$ cat src/hw/rtl/lfs_rng_pkg.sv
// ----------------------------------------------------------------------------
// lfs_rng_pkg
// Shared types and constants for the lagged-Fibonacci generator with a
// shuffle table: field widths, action codes, sequencer states and the
// control bundles that drive the row of lag cells.
// ----------------------------------------------------------------------------
package lfs_rng_pkg;

    localparam int WORD_W            = 32;
    localparam int BOUND_W           = 31;
    localparam int ACTION_W          = 2;
    localparam int LAG_LENGTH_DEF    = 55;
    localparam int SHUFFLE_DEPTH_DEF = 256;
    localparam int SHORT_LAG         = 24;
    localparam logic [WORD_W-1:0] SEED_RESET = 32'd1;

    typedef enum logic [ACTION_W-1:0] {
        ACT_SEED    = 2'd0,
        ACT_SHUF    = 2'd1,
        ACT_RAW     = 2'd2,
        ACT_BOUNDED = 2'd3
    } action_t;

    typedef enum logic [3:0] {
        ST_IDLE,
        ST_FILL,
        ST_ROTATE,
        ST_WARM,
        ST_LOAD,
        ST_HELD,
        ST_SHUF,
        ST_MOD,
        ST_OUT
    } state_t;

    typedef enum logic [1:0] {
        CH_HOLD,
        CH_DRAW,
        CH_ROTATE,
        CH_FILL
    } chain_op_t;

    typedef enum logic [1:0] {
        FILL_ONE,
        FILL_SEED,
        FILL_SUM
    } fill_sel_t;

    typedef struct packed {
        chain_op_t op;
        fill_sel_t fill_sel;
    } chain_ctrl_t;

    typedef struct packed {
        logic load_fwd;
        logic load_rev;
    } cell_ctrl_t;

endpackage

$ cat src/hw/rtl/lfs_rng_mod.sv
// ----------------------------------------------------------------------------
// lfs_rng_mod
// Restoring remainder unit: one dividend bit per cycle, with a one-cycle
// done pulse once the remainder is final.
// ----------------------------------------------------------------------------
module lfs_rng_mod (
    input  logic                              clk,
    input  logic                              rst_n,
    input  logic                              start,
    input  logic [lfs_rng_pkg::WORD_W-1:0]    dividend,
    input  logic [lfs_rng_pkg::BOUND_W-1:0]   divisor,
    output logic                              done,
    output logic [lfs_rng_pkg::BOUND_W-1:0]   remainder
);

    localparam int CNT_W = $clog2(lfs_rng_pkg::WORD_W);

    logic                              busy_reg;
    logic                              done_reg;
    logic [CNT_W-1:0]                  bit_cnt_reg;
    logic [lfs_rng_pkg::WORD_W-1:0]    dvd_reg;
    logic [lfs_rng_pkg::BOUND_W-1:0]   div_reg;
    logic [lfs_rng_pkg::BOUND_W-1:0]   rem_reg;
    logic [lfs_rng_pkg::WORD_W-1:0]    trial;
    logic [lfs_rng_pkg::WORD_W-1:0]    diff;
    logic [lfs_rng_pkg::BOUND_W-1:0]   rem_next;

    assign trial = {rem_reg, dvd_reg[lfs_rng_pkg::WORD_W-1]};
    assign diff  = trial - {1'b0, div_reg};

    // The partial remainder stays below the divisor, so it fits in 31 bits.
    assign rem_next = (trial >= {1'b0, div_reg}) ? diff[lfs_rng_pkg::BOUND_W-1:0]
                                                 : trial[lfs_rng_pkg::BOUND_W-1:0];

    always_ff @(posedge clk or negedge rst_n)
    begin
        if (!rst_n)
        begin
            busy_reg    <= 1'b0;
            done_reg    <= 1'b0;
            bit_cnt_reg <= '0;
        end
        else
        begin
            done_reg <= 1'b0;
            if (start)
            begin
                busy_reg    <= 1'b1;
                bit_cnt_reg <= CNT_W'(lfs_rng_pkg::WORD_W - 1);
            end
            else if (busy_reg)
            begin
                bit_cnt_reg <= bit_cnt_reg - 1'b1;
                if (bit_cnt_reg == '0)
                begin
                    busy_reg <= 1'b0;
                    done_reg <= 1'b1;
                end
            end
        end
    end

    always_ff @(posedge clk)
    begin
        if (start)
        begin
            dvd_reg <= dividend;
            div_reg <= divisor;
            rem_reg <= '0;
        end
        else if (busy_reg)
        begin
            dvd_reg <= {dvd_reg[lfs_rng_pkg::WORD_W-2:0], 1'b0};
            rem_reg <= rem_next;
        end
    end

    assign done      = done_reg;
    assign remainder = rem_reg;

endmodule

$ cat config.mk
export PLATFORM = sky130hd
export DESIGN_NAME = lfs_rng_mod
export DESIGN_NICKNAME = d
export VERILOG_FILES = /design/src/hw/rtl/lfs_rng_pkg.sv /design/src/hw/rtl/lfs_rng_mod.sv
export SDC_FILE = /design/constraint.sdc
export NUM_CORES = 1
export LEC_CHECK = 0
export ABC_AREA = 1
export BUFFER_PORTS_ARGS = -buffer_cell sky130_fd_sc_hd__buf_4
export CELL_PAD_IN_SITES_DETAIL_PLACEMENT = 1
export CELL_PAD_IN_SITES_GLOBAL_PLACEMENT = 2
export CORE_ASPECT_RATIO = 0.7
export CORE_MARGIN = 5
export CORE_UTILIZATION = 35
export CTS_CLUSTER_DIAMETER = 150
export DETAILED_ROUTE_END_ITERATION = 6
export PLACE_DENSITY_LB_ADDON = 0.3
export RECOVER_POWER = 50
export SLEW_MARGIN = 10
export SYNTH_ARGS = -nofsm -noshare
export SYNTH_HDL_FRONTEND = slang
export SYNTH_SLANG_ARGS = --single-unit
export TNS_END_PERCENT = 1
$ cat constraint.sdc
create_clock -name clk -period 5.8 [get_ports clk]
set_input_delay 0.58 -clock clk [delete_from_list [all_inputs] [get_ports clk]]
set_output_delay 0.58 -clock clk [all_outputs]
set_load 0.01 [all_outputs]
# Word-level counts from Yosys, hierarchy flattened
# Index checks and enable logic that the tools add are counted.
# op_classes
n_addsub	2
n_lt_le_gt_ge	1
mux	11
n_reduce_logical	2
# op_table
op	n
$mux 32	2
$ge 32x31->1	1
$mux 31	1
$sub 31x31->31	1
$mux 5	2
$mux 1	6
$logic_not 5->1	1
$sub 5x1->5 const B	1
$reduce_bool 2->1	1
# totals
regBits	101
inputBits	66
output_inout_bits	32
word_cells	22

# Logic depth before layout (Yosys ltp)
# depth
depth_word	4
ltp_mapped	17
depth_no_buf	16

# Worst setup path before layout
# No wires, ideal clock.
# synth_path
path_kind	input to register
start	in start
end	reg dvd_reg[0] (netlist bit) (enable)
setup_time_ns	0.410
t_arrival_ns	1.806
required_time_ns	5.390
setup_slack_ns	3.584
path_stages	3
path_buffers	1
cell_sequence	nor2_1 > inv_1 > clkbuf_1
# synth_between
elab_chain_len	1
# synth_rtl
item	line	rtl
start: declaration	lfs_rng_mod.sv:9	input logic start,
$reduce_bool 2->1 (no line)	n/a	
end signal: assignment	lfs_rng_mod.sv:67	dvd_reg <= dividend;
end signal: assignment	lfs_rng_mod.sv:73	dvd_reg <= {dvd_reg[lfs_rng_pkg::WORD_W-2:0], 1'b0};
end: declaration	lfs_rng_mod.sv:21	logic [lfs_rng_pkg::WORD_W-1:0] dvd_reg;
# Every way passes these cells.
# A chain may end at the register's enable or synchronous reset.

# Worst setup path after layout
# layout_path
start	reg rem_reg (netlist bit remainder[24])
end	reg rem_reg (netlist bit remainder[21])
# layout_between
elab_chain_len	2
# layout_rtl
item	line	rtl
start: declaration	lfs_rng_mod.sv:23	logic [lfs_rng_pkg::BOUND_W-1:0] rem_reg;
start signal: assignment	lfs_rng_mod.sv:74	rem_reg <= rem_next;
$ge 32x31->1	lfs_rng_mod.sv:32	assign rem_next = (trial >= {1'b0, div_reg}) ? diff[lfs_rng_pkg::BOUND_W-1:0]
$mux 31	lfs_rng_mod.sv:32	
# Every way passes these cells.

==> results_dict.tcl <==
set metrics [dict create \
    rows 42 \
    die-area_um2 22300 \
    cts-buffers-inserted 9 \
    viasPerCell 4.50 \
    setup_violations 0 \
    cpPeakStageDelay_ns 0.58 \
    clkPwrFrac_pct 16.2 \
    start_util_pct 35.7 \
    vdd_drop_max_v 0.000250 \
    synth-seq-cells 101 \
    drt_first_iter_violations 294 \
    relSlewSlack_pct 33.7 \
    gr-usage-all-layers_pct 17.7 \
    switching_share_pct 46.6 \
    vias 6001 \
    critical_path.cell_chain "ha_1, a21oi_1, nor2_1, o21ai_1, nand2_1, nor2_4, buf_4, nand2_4, nand2_1, nand3_1, nand2_1" \
    dp_hpwl_um 15100 \
    hold_viol 0 \
    synth_seq_area_share_pct 39.7 \
    die_w_um 176 \
    fp.coreArea_um2 19000 \
    clkTransAtPathRegs_ns 0.07 \
    slew_violations 0 \
    utilization_pct 41.6 \
    setup_slack_ns 2.78 \
    dp.cells 1319 \
    required_ns 6.10 \
    cpLargestDelayFamily "simple AND/OR/NAND/NOR gates" \
    rsz0062_at_grt "no" \
    largest_reg_flops 32 \
    detail_route.wl_per_cell_um 14.6 \
    status "complete, no violations" \
    cp_max_fo 31 \
    die_h_um 126 \
    cts_max_path_buffers 2 \
    max_freq_mhz 332 \
    skew_ns 0.00876 \
    cts_htree_levels 3 \
    cp_slowest_cell "nor2_4" \
    maxCapViolCount 0 \
    post-place-ws_ns 2.78 \
    power_frac_comb_pct 55.0 \
    crit_buf_inv 1 \
    ant_nets 0 \
    drive_gt1_share_pct 10.6 \
    worstSkewPairLatency_ns 0.36 \
    cts_root_buffer "clkbuf_16" \
    crit_type "flop to flop" \
    cts_setup_buffers 0 \
    syn_inst 977 \
    seqPwrFrac_pct 28.8 \
    drt_wl_total_um 19400 \
    tns_ns 0 \
    grt_max_degree 71 \
    cp-start-kind "flop" \
    grt_overflow_total 0 \
    clock_sinks 101 \
    stdcell_count 1335 \
    first_pass_iters 4 \
    switchingPower_mw 1.65 \
    cell_internal_pwr_mw 1.89 \
    design_power_total_mw 3.53 \
    syn_area_per_cell_um2 6.93 \
    antenna_cells 0 \
    io_pins 98 \
    yosysUniqueCellTypes 35 \
    cts_tree "yes" \
    crit_arrival_ns 3.31 \
    syn_to_final_growth_pct 16.5 \
    grt_pass1_wl_um 31500 \
    fin_crit_ns 3.02 \
    port_buffers 97 \
    ctsHoldBuffers 0 \
    cp-end-kind "flop" \
    drc_errors 0 \
    antenna_found_initial 0 \
    leakage_nw 4.21 \
    synth_nets 1077 \
    pwr_density_cell_nw_per_um2 448 \
    tightest_slew_ns 0.994 \
    ys.warnings.count 0 \
    hp-class "input port to async pin" \
    cts.repair.resized 0 \
    post-route-period-util_pct 52.0 \
    grt_pass1_vias 6108 \
    cpMostUsedCell "nand2_1" \
    syn-cell-area_um2 6770 \
    nets 1166 \
    place_congestion 0.860 \
]
==> power groups by stage <==
stage	clock network [mW]	logic, mW	registers (mW)
4_1_cts	0.598	2.03	1.02
3_3_place_gp	0	1.98	1.03
6_report	0.572	1.94	1.02
2_1_floorplan	0	1.40	1.05
3_5_place_dp	0	2.01	1.03
5_1_grt	0.630	2.21	1.04
==> worst paths after layout <==
kind	from	endpoint	slack (ns)	depth (start not counted)
max	remainder[24]$_SDFFE_PP0P_	remainder[21]$_SDFFE_PP0P_	2.78	11
min	rst_n	done$_DFF_PN0_	0.12	1
max reg2reg	remainder[24]$_SDFFE_PP0P_	remainder[21]$_SDFFE_PP0P_	2.78	11
min reg2reg	remainder[19]$_SDFFE_PP0P_	remainder[19]$_SDFFE_PP0P_	0.49	2
max in group asynchronous	rst_n	bit_cnt_reg[1]$_DFFE_PN0P_	5.38	1
min in group clk	divisor[2]	div_reg[2]$_DFFE_PP_	0.41	1
==> Yosys cell counts <==
cell      count  share of area, %
nand2_1     410                23
inv_1       182                10
nand3_1      71               5.2
edfxtp_1     63                28
nor2_1       44               2.4
ha_1         33               6.1
dfxtp_1      31               9.2
nand3b_1     16               1.8
a21oi_1      14               1.0
xnor2_1      13               1.7
o21ai_1      11              0.81
clkbuf_1      8              0.44
nand3_2       8               1.2
dfrtp_1       7               2.6
clkinv_1      6              0.33
nand4_1       6              0.55
nor3_1        6              0.44
o21ai_0       6              0.44
buf_2         5              0.37
nand2_2       5              0.46
and2_1        4              0.37
buf_6         4              0.67
a21oi_2       3              0.39
nor2_2        3              0.28
nor2_4        3              0.50
buf_1         2              0.11
buf_4         2              0.22
nand2_4       2              0.33
nor4_1        2              0.18
xor2_1        2              0.26
a22oi_1       1              0.11
buf_8         1              0.22
fa_1          1              0.30
o21bai_1      1              0.11
or2_2         1             0.092
==> per-layer routing <==
metal	wire length [um]	track usage, %
met1	10700	27.5
met2	7910	25.3
met3	728	3.90
met4	153	3.25
met5	0	0
==> cell type report <==
class	count	area [um^2]
timing repair buffer	100	646
sequential	101	2690
multi-input combinational	666	3250
clock inverter	6	43.8
inverter	188	706
fill	2443	11100
tap	264	330
clock buffer	10	229
==> stage by stage <==
step	cell area (um^2)	hold slack (ns)
finish	7890	0.120
global route	7890	0.124
CTS	7990	0.00987
detailed placement	7720	0.404
global placement	7720	0.403
floorplan	6770	0.284
==> cells by family after synthesis <==
logic type               share of synthesized area, %
AO/OA/AOI/OAI                                    2.90
XOR/XNOR                                         1.94
adder cells (fa/ha/maj)                          6.40
buffers and inverters                            12.5
flip-flops                                       39.7
AND/OR/NAND/NOR                                  36.6
==> cells in the final DEF, fill, tap and decap left out, types with 3 or more instances in the layout <==
cell type and count:
nand3b_1 16, o21ai_1 11, clkbuf_16 9, a21oi_2 3, a21oi_1 14, dfrtp_1 7
nand4_1 6, inv_1 182, clkbuf_4 31, buf_4 41, clkinv_1 6, nor3_1 6
dfxtp_1 31, nand3_1 71, clkbuf_1 29, ha_1 33, nand2_1 410, inv_6 3
nor2_1 43, nand2_2 5, nand3_2 8, nor2_2 3, and2_1 4, nor2_4 4
edfxtp_1 63, o21ai_0 6, xnor2_1 13
Note: power is estimated with default switching activity, not from simulation.
