--- src/hw/rtl/lfs_rng_pkg.sv ---
// ----------------------------------------------------------------------------
// lfs_rng_pkg
// Shared types and constants for the lagged-Fibonacci generator with a
// shuffle table: field widths, action codes, sequencer states and the
// control bundles that drive the row of lag cells.
// ----------------------------------------------------------------------------
package lfs_rng_pkg;

    localparam int WORD_W            = 32;
    localparam int BOUND_W           = 31;
    localparam int ACTION_W          = 2;
    localparam int LAG_LENGTH_DEF    = 55;
    localparam int SHUFFLE_DEPTH_DEF = 256;
    localparam int SHORT_LAG         = 24;
    localparam logic [WORD_W-1:0] SEED_RESET = 32'd1;

    typedef enum logic [ACTION_W-1:0] {
        ACT_SEED    = 2'd0,
        ACT_SHUF    = 2'd1,
        ACT_RAW     = 2'd2,
        ACT_BOUNDED = 2'd3
    } action_t;

    typedef enum logic [3:0] {
        ST_IDLE,
        ST_FILL,
        ST_ROTATE,
        ST_WARM,
        ST_LOAD,
        ST_HELD,
        ST_SHUF,
        ST_MOD,
        ST_OUT
    } state_t;

    typedef enum logic [1:0] {
        CH_HOLD,
        CH_DRAW,
        CH_ROTATE,
        CH_FILL
    } chain_op_t;

    typedef enum logic [1:0] {
        FILL_ONE,
        FILL_SEED,
        FILL_SUM
    } fill_sel_t;

    typedef struct packed {
        chain_op_t op;
        fill_sel_t fill_sel;
    } chain_ctrl_t;

    typedef struct packed {
        logic load_fwd;
        logic load_rev;
    } cell_ctrl_t;

endpackage

--- src/hw/rtl/lfs_rng_cell.sv ---
// ----------------------------------------------------------------------------
// lfs_rng_cell
// One word of the lag ring. It takes its left neighbor when the ring steps
// forward and its right neighbor when words are shifted in during a seed.
// ----------------------------------------------------------------------------
module lfs_rng_cell (
    input  logic                              clk,
    input  logic                              rst_n,
    input  lfs_rng_pkg::cell_ctrl_t           ctrl,
    input  logic [lfs_rng_pkg::WORD_W-1:0]    d_fwd,
    input  logic [lfs_rng_pkg::WORD_W-1:0]    d_rev,
    output logic [lfs_rng_pkg::WORD_W-1:0]    q
);

    logic [lfs_rng_pkg::WORD_W-1:0] word_reg;

    always_ff @(posedge clk or negedge rst_n)
    begin
        if (!rst_n)
        begin
            word_reg <= '0;
        end
        else if (ctrl.load_fwd)
        begin
            word_reg <= d_fwd;
        end
        else if (ctrl.load_rev)
        begin
            word_reg <= d_rev;
        end
    end

    assign q = word_reg;

endmodule

--- src/hw/rtl/lfs_rng_chain.sv ---
// ----------------------------------------------------------------------------
// lfs_rng_chain
// The lag table as a ring of cells. The last cell always holds the word at
// the long-lag position, so a draw is one add of that cell and the short-lag
// tap followed by a one-place rotation.
// ----------------------------------------------------------------------------
module lfs_rng_chain #(
    parameter int LAG_LENGTH = lfs_rng_pkg::LAG_LENGTH_DEF
) (
    input  logic                              clk,
    input  logic                              rst_n,
    input  lfs_rng_pkg::chain_ctrl_t          ctrl,
    input  logic [lfs_rng_pkg::WORD_W-1:0]    seed,
    output logic [lfs_rng_pkg::WORD_W-1:0]    draw_word
);

    logic [lfs_rng_pkg::WORD_W-1:0] q [LAG_LENGTH];
    logic [lfs_rng_pkg::WORD_W-1:0] feed_fwd;
    logic [lfs_rng_pkg::WORD_W-1:0] feed_rev;
    lfs_rng_pkg::cell_ctrl_t        cell_ctrl;

    assign draw_word = q[LAG_LENGTH-1] + q[lfs_rng_pkg::SHORT_LAG-1];

    // During a seed the newest two words sit at the right end of the row.
    always_comb
    begin
        case (ctrl.fill_sel)
            lfs_rng_pkg::FILL_ONE:  feed_rev = lfs_rng_pkg::WORD_W'(1);
            lfs_rng_pkg::FILL_SEED: feed_rev = seed;
            default:                feed_rev = q[LAG_LENGTH-1] + q[LAG_LENGTH-2];
        endcase
    end

    assign feed_fwd = (ctrl.op == lfs_rng_pkg::CH_DRAW) ? draw_word : q[LAG_LENGTH-1];

    assign cell_ctrl.load_fwd = (ctrl.op == lfs_rng_pkg::CH_DRAW) ||
                                (ctrl.op == lfs_rng_pkg::CH_ROTATE);
    assign cell_ctrl.load_rev = (ctrl.op == lfs_rng_pkg::CH_FILL);

    for (genvar k = 0; k < LAG_LENGTH; k++)
    begin : g_cell
        logic [lfs_rng_pkg::WORD_W-1:0] left_w;
        logic [lfs_rng_pkg::WORD_W-1:0] right_w;

        if (k == 0)
        begin : g_first
            assign left_w = feed_fwd;
        end
        else
        begin : g_mid_l
            assign left_w = q[k-1];
        end

        if (k == LAG_LENGTH-1)
        begin : g_last
            assign right_w = feed_rev;
        end
        else
        begin : g_mid_r
            assign right_w = q[k+1];
        end

        lfs_rng_cell u_cell (
            .clk   (clk),
            .rst_n (rst_n),
            .ctrl  (cell_ctrl),
            .d_fwd (left_w),
            .d_rev (right_w),
            .q     (q[k])
        );
    end

endmodule

--- config.mk ---
export PLATFORM = sky130hd
export DESIGN_NAME = lfs_rng_chain
export DESIGN_NICKNAME = d
export VERILOG_FILES = /design/src/hw/rtl/lfs_rng_pkg.sv /design/src/hw/rtl/lfs_rng_cell.sv /design/src/hw/rtl/lfs_rng_chain.sv
export SDC_FILE = /design/constraint.sdc
export NUM_CORES = 2
export LEC_CHECK = 0
export BUFFER_PORTS_ARGS = -buffer_cell sky130_fd_sc_hd__buf_2
export CORE_MARGIN = 2
export CORE_UTILIZATION = 50
export CTS_BUF_LIST = sky130_fd_sc_hd__clkbuf_4 sky130_fd_sc_hd__clkbuf_8 sky130_fd_sc_hd__clkbuf_16
export DETAILED_ROUTE_END_ITERATION = 16
export GPL_TIMING_DRIVEN = 0
export PLACE_DENSITY = 0.65
export REMOVE_ABC_BUFFERS = 1
export SYNTH_ARGS = -nofsm -noshare
export SYNTH_HDL_FRONTEND = slang
export SYNTH_SLANG_ARGS = --single-unit
--- constraint.sdc ---
create_clock -name clk -period 9.3 [get_ports clk]
set_clock_uncertainty 0.1 [all_clocks]
set_input_delay 2.325 -clock clk [delete_from_list [all_inputs] [get_ports clk]]
set_output_delay 2.325 -clock clk [all_outputs]
set_load 0.05 [all_outputs]
---- Word-level counts from Yosys, hierarchy flattened ----
Cells that the tools add are included.
word-level totals
  bits of input ports ..................... 38
  output and inout port bits .............. 32
  word-level logic and storage cells ...... 176
  register bits after elaboration ......... 1760
operators by class
  multiplexer cells ....................... 112
  eq/ne operators ......................... 4
  reduce and logical (&&, ||, !) cells .... 3
  $add $sub $neg .......................... 2
operators with widths
  cell                                                 number
  2-to-1 mux 32 bit                                    111
  adder 32 bit                                         2
  one-hot mux 32 bit (2 select lines)                  1
  equality test 2 x 1 -> 1 bit, second input constant  2
  equality test 2 bit, second input constant           2
  zero test 2 bit                                      1
  nonzero test 2 bit                                   1
  logical OR 1 bit                                     1

---- Longest topological paths before layout ----
  word-level depth ........................ 4
  depth in mapped cells ................... 12
  gate-level depth less buffers ........... 12

---- Cells and area by module ----
A second synthesis with hierarchy kept.
second synthesis, totals
  cells, all modules ...................... 8229
  area, all modules ....................... 87411.3 um^2
modules (own cells, without submodules)
  module         area an instance (um^2)  cells each  times used  seq. area each (um^2)
  lfs_rng_cell   1515.2                   139         55          800.8
  lfs_rng_chain  4075.2                   584         1           0.0

---- Worst setup path after synthesis ----
OpenSTA, ideal clock, no wires.
  path kind ............................... register to output
  from .................................... register g_cell[54].u_cell.word_reg (netlist bit g_cell[54].u_cell.q[18])
  to ...................................... output draw_word[31] (netlist name)
  data required time ...................... 6.875 ns
  slack ................................... 3.753 ns
  arrival ................................. 3.122 ns
  cell stages (with the launch flop) ...... 12
  path buffers ............................ 1
  cell sequence ........................... dfrtp_1 > ha_1 > buf_2 > a21o_1 > a21oi_1 > nor2b_1 > a311oi_1 > o311ai_1 > a31o_1 > a221oi_2 > o21bai_1 > xnor2_1
between the ends
  cells in the longest elaborated chain, start to end .. 1
ends and longest elaborated chain
  item                    line                 RTL
  start, declared         lfs_rng_cell.sv:15   logic [lfs_rng_pkg::WORD_W-1:0] word_reg;
  start signal, assigned  lfs_rng_cell.sv:25   word_reg <= d_fwd;
  start signal, assigned  lfs_rng_cell.sv:29   word_reg <= d_rev;
  adder 32 bit            lfs_rng_chain.sv:22  assign draw_word = q[LAG_LENGTH-1] + q[lfs_rng_pkg::SHORT_LAG-1];
  end, declared           lfs_rng_chain.sv:14  output logic [lfs_rng_pkg::WORD_W-1:0] draw_word
No other way between the ends.

---- Final worst setup path ----
  from .................................... register g_cell[23].u_cell.word_reg (netlist bit g_cell[23].u_cell.q[1])
  to ...................................... output draw_word[31] (netlist name)
between the ends
  cells in the longest elaborated chain, start to end .. 1
ends and longest elaborated chain
  item                    line
  start, declared         lfs_rng_cell.sv:15
  start signal, assigned  lfs_rng_cell.sv:25
  start signal, assigned  lfs_rng_cell.sv:29
  adder 32 bit            lfs_rng_chain.sv:22
No other way between the ends.

==> impl_metrics.json <==
{
  "die_area_mm2": 0.170,
  "slew_headroom_pct": 12.6,
  "synthTopCellsByArea": "dfrtp_1 (53%), mux2i_1 (21%), o21ai_0 (11%)",
  "dp_cells": 9972,
  "post_synth_num_cell_types": 74,
  "cts_tree": "yes",
  "whs_path_depth": 2,
  "cp-end-kind": "output port",
  "coreArea_mm2": 0.165,
  "ir_drop_uv": 210,
  "postCtsHoldBufs": 0,
  "clock_path_buffers": 3,
  "timing.rr.start": "g_cell[54].u_cell.q[0]",
  "drive_gt1_share_pct": 6.29,
  "finalCritPeriodShare_pct": 79.2,
  "synth_area_mm2": 0.0835,
  "synth_area_per_cell_um2": 10.1,
  "die_y_um": 413,
  "crit_required_ns": 6.88,
  "rsz0062_at_grt": "no",
  "p_per_area_mw_per_mm2": 225,
  "r2r_setup_slack_ns": 5.29,
  "yosys_most_used_dff": "dfrtp_1",
  "yosysSeqAreaShare_pct": 52.7,
  "io_buffers": 69,
  "area_delta_synth_final_pct": 11.0,
  "hp-class": "reg -> reg",
  "hold_start": "g_cell[0].u_cell.q[30]",
  "final_area_mm2": 0.0927,
  "yosys_warnings": 0,
  "finalHoldViolCount": 0,
  "routabilityCongestion": 0.820,
  "via_per_inst": 5.40,
  "synth-edff-count": 0,
  "tns_ns": 0,
  "crit_fanout": 5,
  "placed_area_mm2": 0.0865,
  "drc": 0,
  "maxSlewViolCount": 0,
  "die_x_um": 413,
  "largest_reg_flops": 1760,
  "synth_common_cells": "nand2_1 (1782), dfrtp_1 (1760), o21ai_0 (1760), mux2i_1 (1714), clkbuf_1 (569)",
  "clk_pin_slew_ns": 0.06,
  "synthArstFlopShare_pct": 100,
  "h-tree-depth": 4,
  "ys_ff_latch": 1760,
  "grt_max_degree": 169,
  "outcome": "complete, no violations",
  "grt_pass1_vias": 53880,
  "grt_pass1_wl_mm": 271,
  "gr-total-overflow": 0,
  "antenna_left": 0,
  "cts_root_buf": "clkbuf_16",
  "leakage_uw": 0.0434,
  "grt_use_total_pct": 18.8,
  "r2r-end": "g_cell[0].u_cell.q[22]",
  "routed_wl_mm": 158,
  "dpl.hpwl_mm": 99.9,
  "drv_cap": 0,
  "clk_latency_ns": 0.81,
  "synthCells": 8252,
  "tightest_slew_ns": 1.31,
  "synth_top_area_share_pct": 52.7,
  "antenna_found_initial": 4,
  "io_pins": 70,
  "cts_setup_buffers": 0,
  "period_minus_slack_ns": 7.37,
  "max_freq_mhz": 136,
  "routedWlPerCell_um": 15.4,
  "diodes": 0,
  "worstSetupPathType": "reg -> out",
  "first_pass_iters": 5,
  "hold_path_end": "g_cell[0].u_cell.q[30]",
  "start_util_pct": 50.5,
  "final_net_count": 8077,
  "layout_setup_ws_ns": 1.93,
  "cts_buffers": 187,
  "yosys.area.top_type": "dfrtp_1",
  "pre_cts_ws_ns": 2.12,
  "clock_sinks": 1760,
  "report.final.setup_viol": 0,
  "num_rows": 149,
  "ctsResizeCount": 0,
  "arrival_ns": 4.94,
  "stdcell_count": 10299,
  "via_count": 55583,
  "yosysMostFrequentCell": "nand2_1",
  "fin_util_pct": 56.1,
  "reg2regPathDepth": 12,
  "cp-start-kind": "flip-flop",
  "drt_iter0_markers": 4323
}
-- layer usage --
| metal | GRT usage [%] | share of wire [%] | vias up |
|---|---|---|---|
| li1 | - | - | 28091 |
| met1 | 26.7 | 48 | 26610 |
| met2 | 29.5 | 45 | 645 |
| met3 | 3.36 | 4.3 | 231 |
| met4 | 5.47 | 2.4 | 6 |
| met5 | 0 | 0.029 | - |
-- area by class of cell --
type	count	area (µm²)
Timing Repair Buffer	152	2580
Clock inverter	50	589
Sequential cell	1760	44000
Tap cell	2189	2740
Inverter	34	130
Clock buffer	276	5650
Fill cell	13736	72700
Multi-Input combinational cell	5838	37000
-- cells by family after synthesis --
kind of cell    count (synthesis)  synth area share, %
flops                        1760                 52.7
mux                          1714                 20.5
simple gates                 1964                 9.16
xor+xnor                       50                0.525
fa+ha+maj                      66                 1.01
buf+inv                       654                 3.00
compound gates               2044                 13.0
-- worst max-delay path, cell delays in order, from the launching register on --
cell      delay [ns]
dfrtp_1         0.53
ha_1            0.31
a211oi_1        0.30
nor2_2          0.11
o21ai_2         0.43
o31a_1          0.45
o311ai_1        0.26
a31o_1          0.34
a221oi_2        0.44
o21bai_1        0.13
xnor2_1         0.46
buf_2           0.36
-- per-stage QoR --
stage	hold slack [ns]	power [µW]
CTS	0.376	21100
global route	0.400	22000
global placement	0.358	16900
floorplan	0.343	16400
detailed placement	0.362	13500
finish	0.377	20800
-- where the power goes --
| part | switching, µW | total (µW) | internal (µW) | leakage, µW |
|---|---|---|---|---|
| Combinational | 2250 | 3790 | 1550 | 0.0160 |
| Clock | 3000 | 7460 | 4460 | 0.00315 |
| Sequential | 904 | 9600 | 8690 | 0.0242 |
| Total | 6150 | 20800 | 14700 | 0.0434 |
-- cell usage in the layout (no fill, tap or decap), types with 4 or more instances in the layout --
cell	n
clkbuf_16	188
bufinv_16	10
buf_16	76
mux2i_1	1714
dfrtp_1	1760
ha_1	62
o21a_1	16
o2111ai_1	6
a31o_1	4
a221oi_1	14
buf_12	7
o221ai_1	5
nand3_1	13
nor3_1	14
xnor2_1	31
a211oi_1	14
or3_1	11
clkbuf_8	45
xor2_1	19
clkinv_8	4
a31oi_1	12
a21o_1	30
o21bai_1	7
o31ai_1	11
clkinv_2	29
nand4_1	11
clkbuf_4	44
and3_1	14
o211ai_1	12
nor2_1	75
nor2b_1	14
nand2b_1	12
o21ai_1	15
a221o_1	7
buf_2	68
o21ai_0	1760
nand2_1	1782
inv_1	33
a21oi_1	91
-- worst max path at each step --
stage	from	end	slack, ns	depth (start not counted)
after floorplan	ctrl[2]	g_cell[54].u_cell.q[31]	-73.38	7
after global placement	ctrl[2]	g_cell[54].u_cell.q[31]	-113.14	8
after detailed placement	ctrl[3]	g_cell[54].u_cell.q[30]	2.12	13
after CTS	g_cell[54].u_cell.q[0]	draw_word[28]	1.88	12
after global routing	g_cell[23].u_cell.q[1]	draw_word[31]	1.75	11
final	g_cell[23].u_cell.q[1]	draw_word[31]	1.93	11
(Power assumes the default switching activity.)
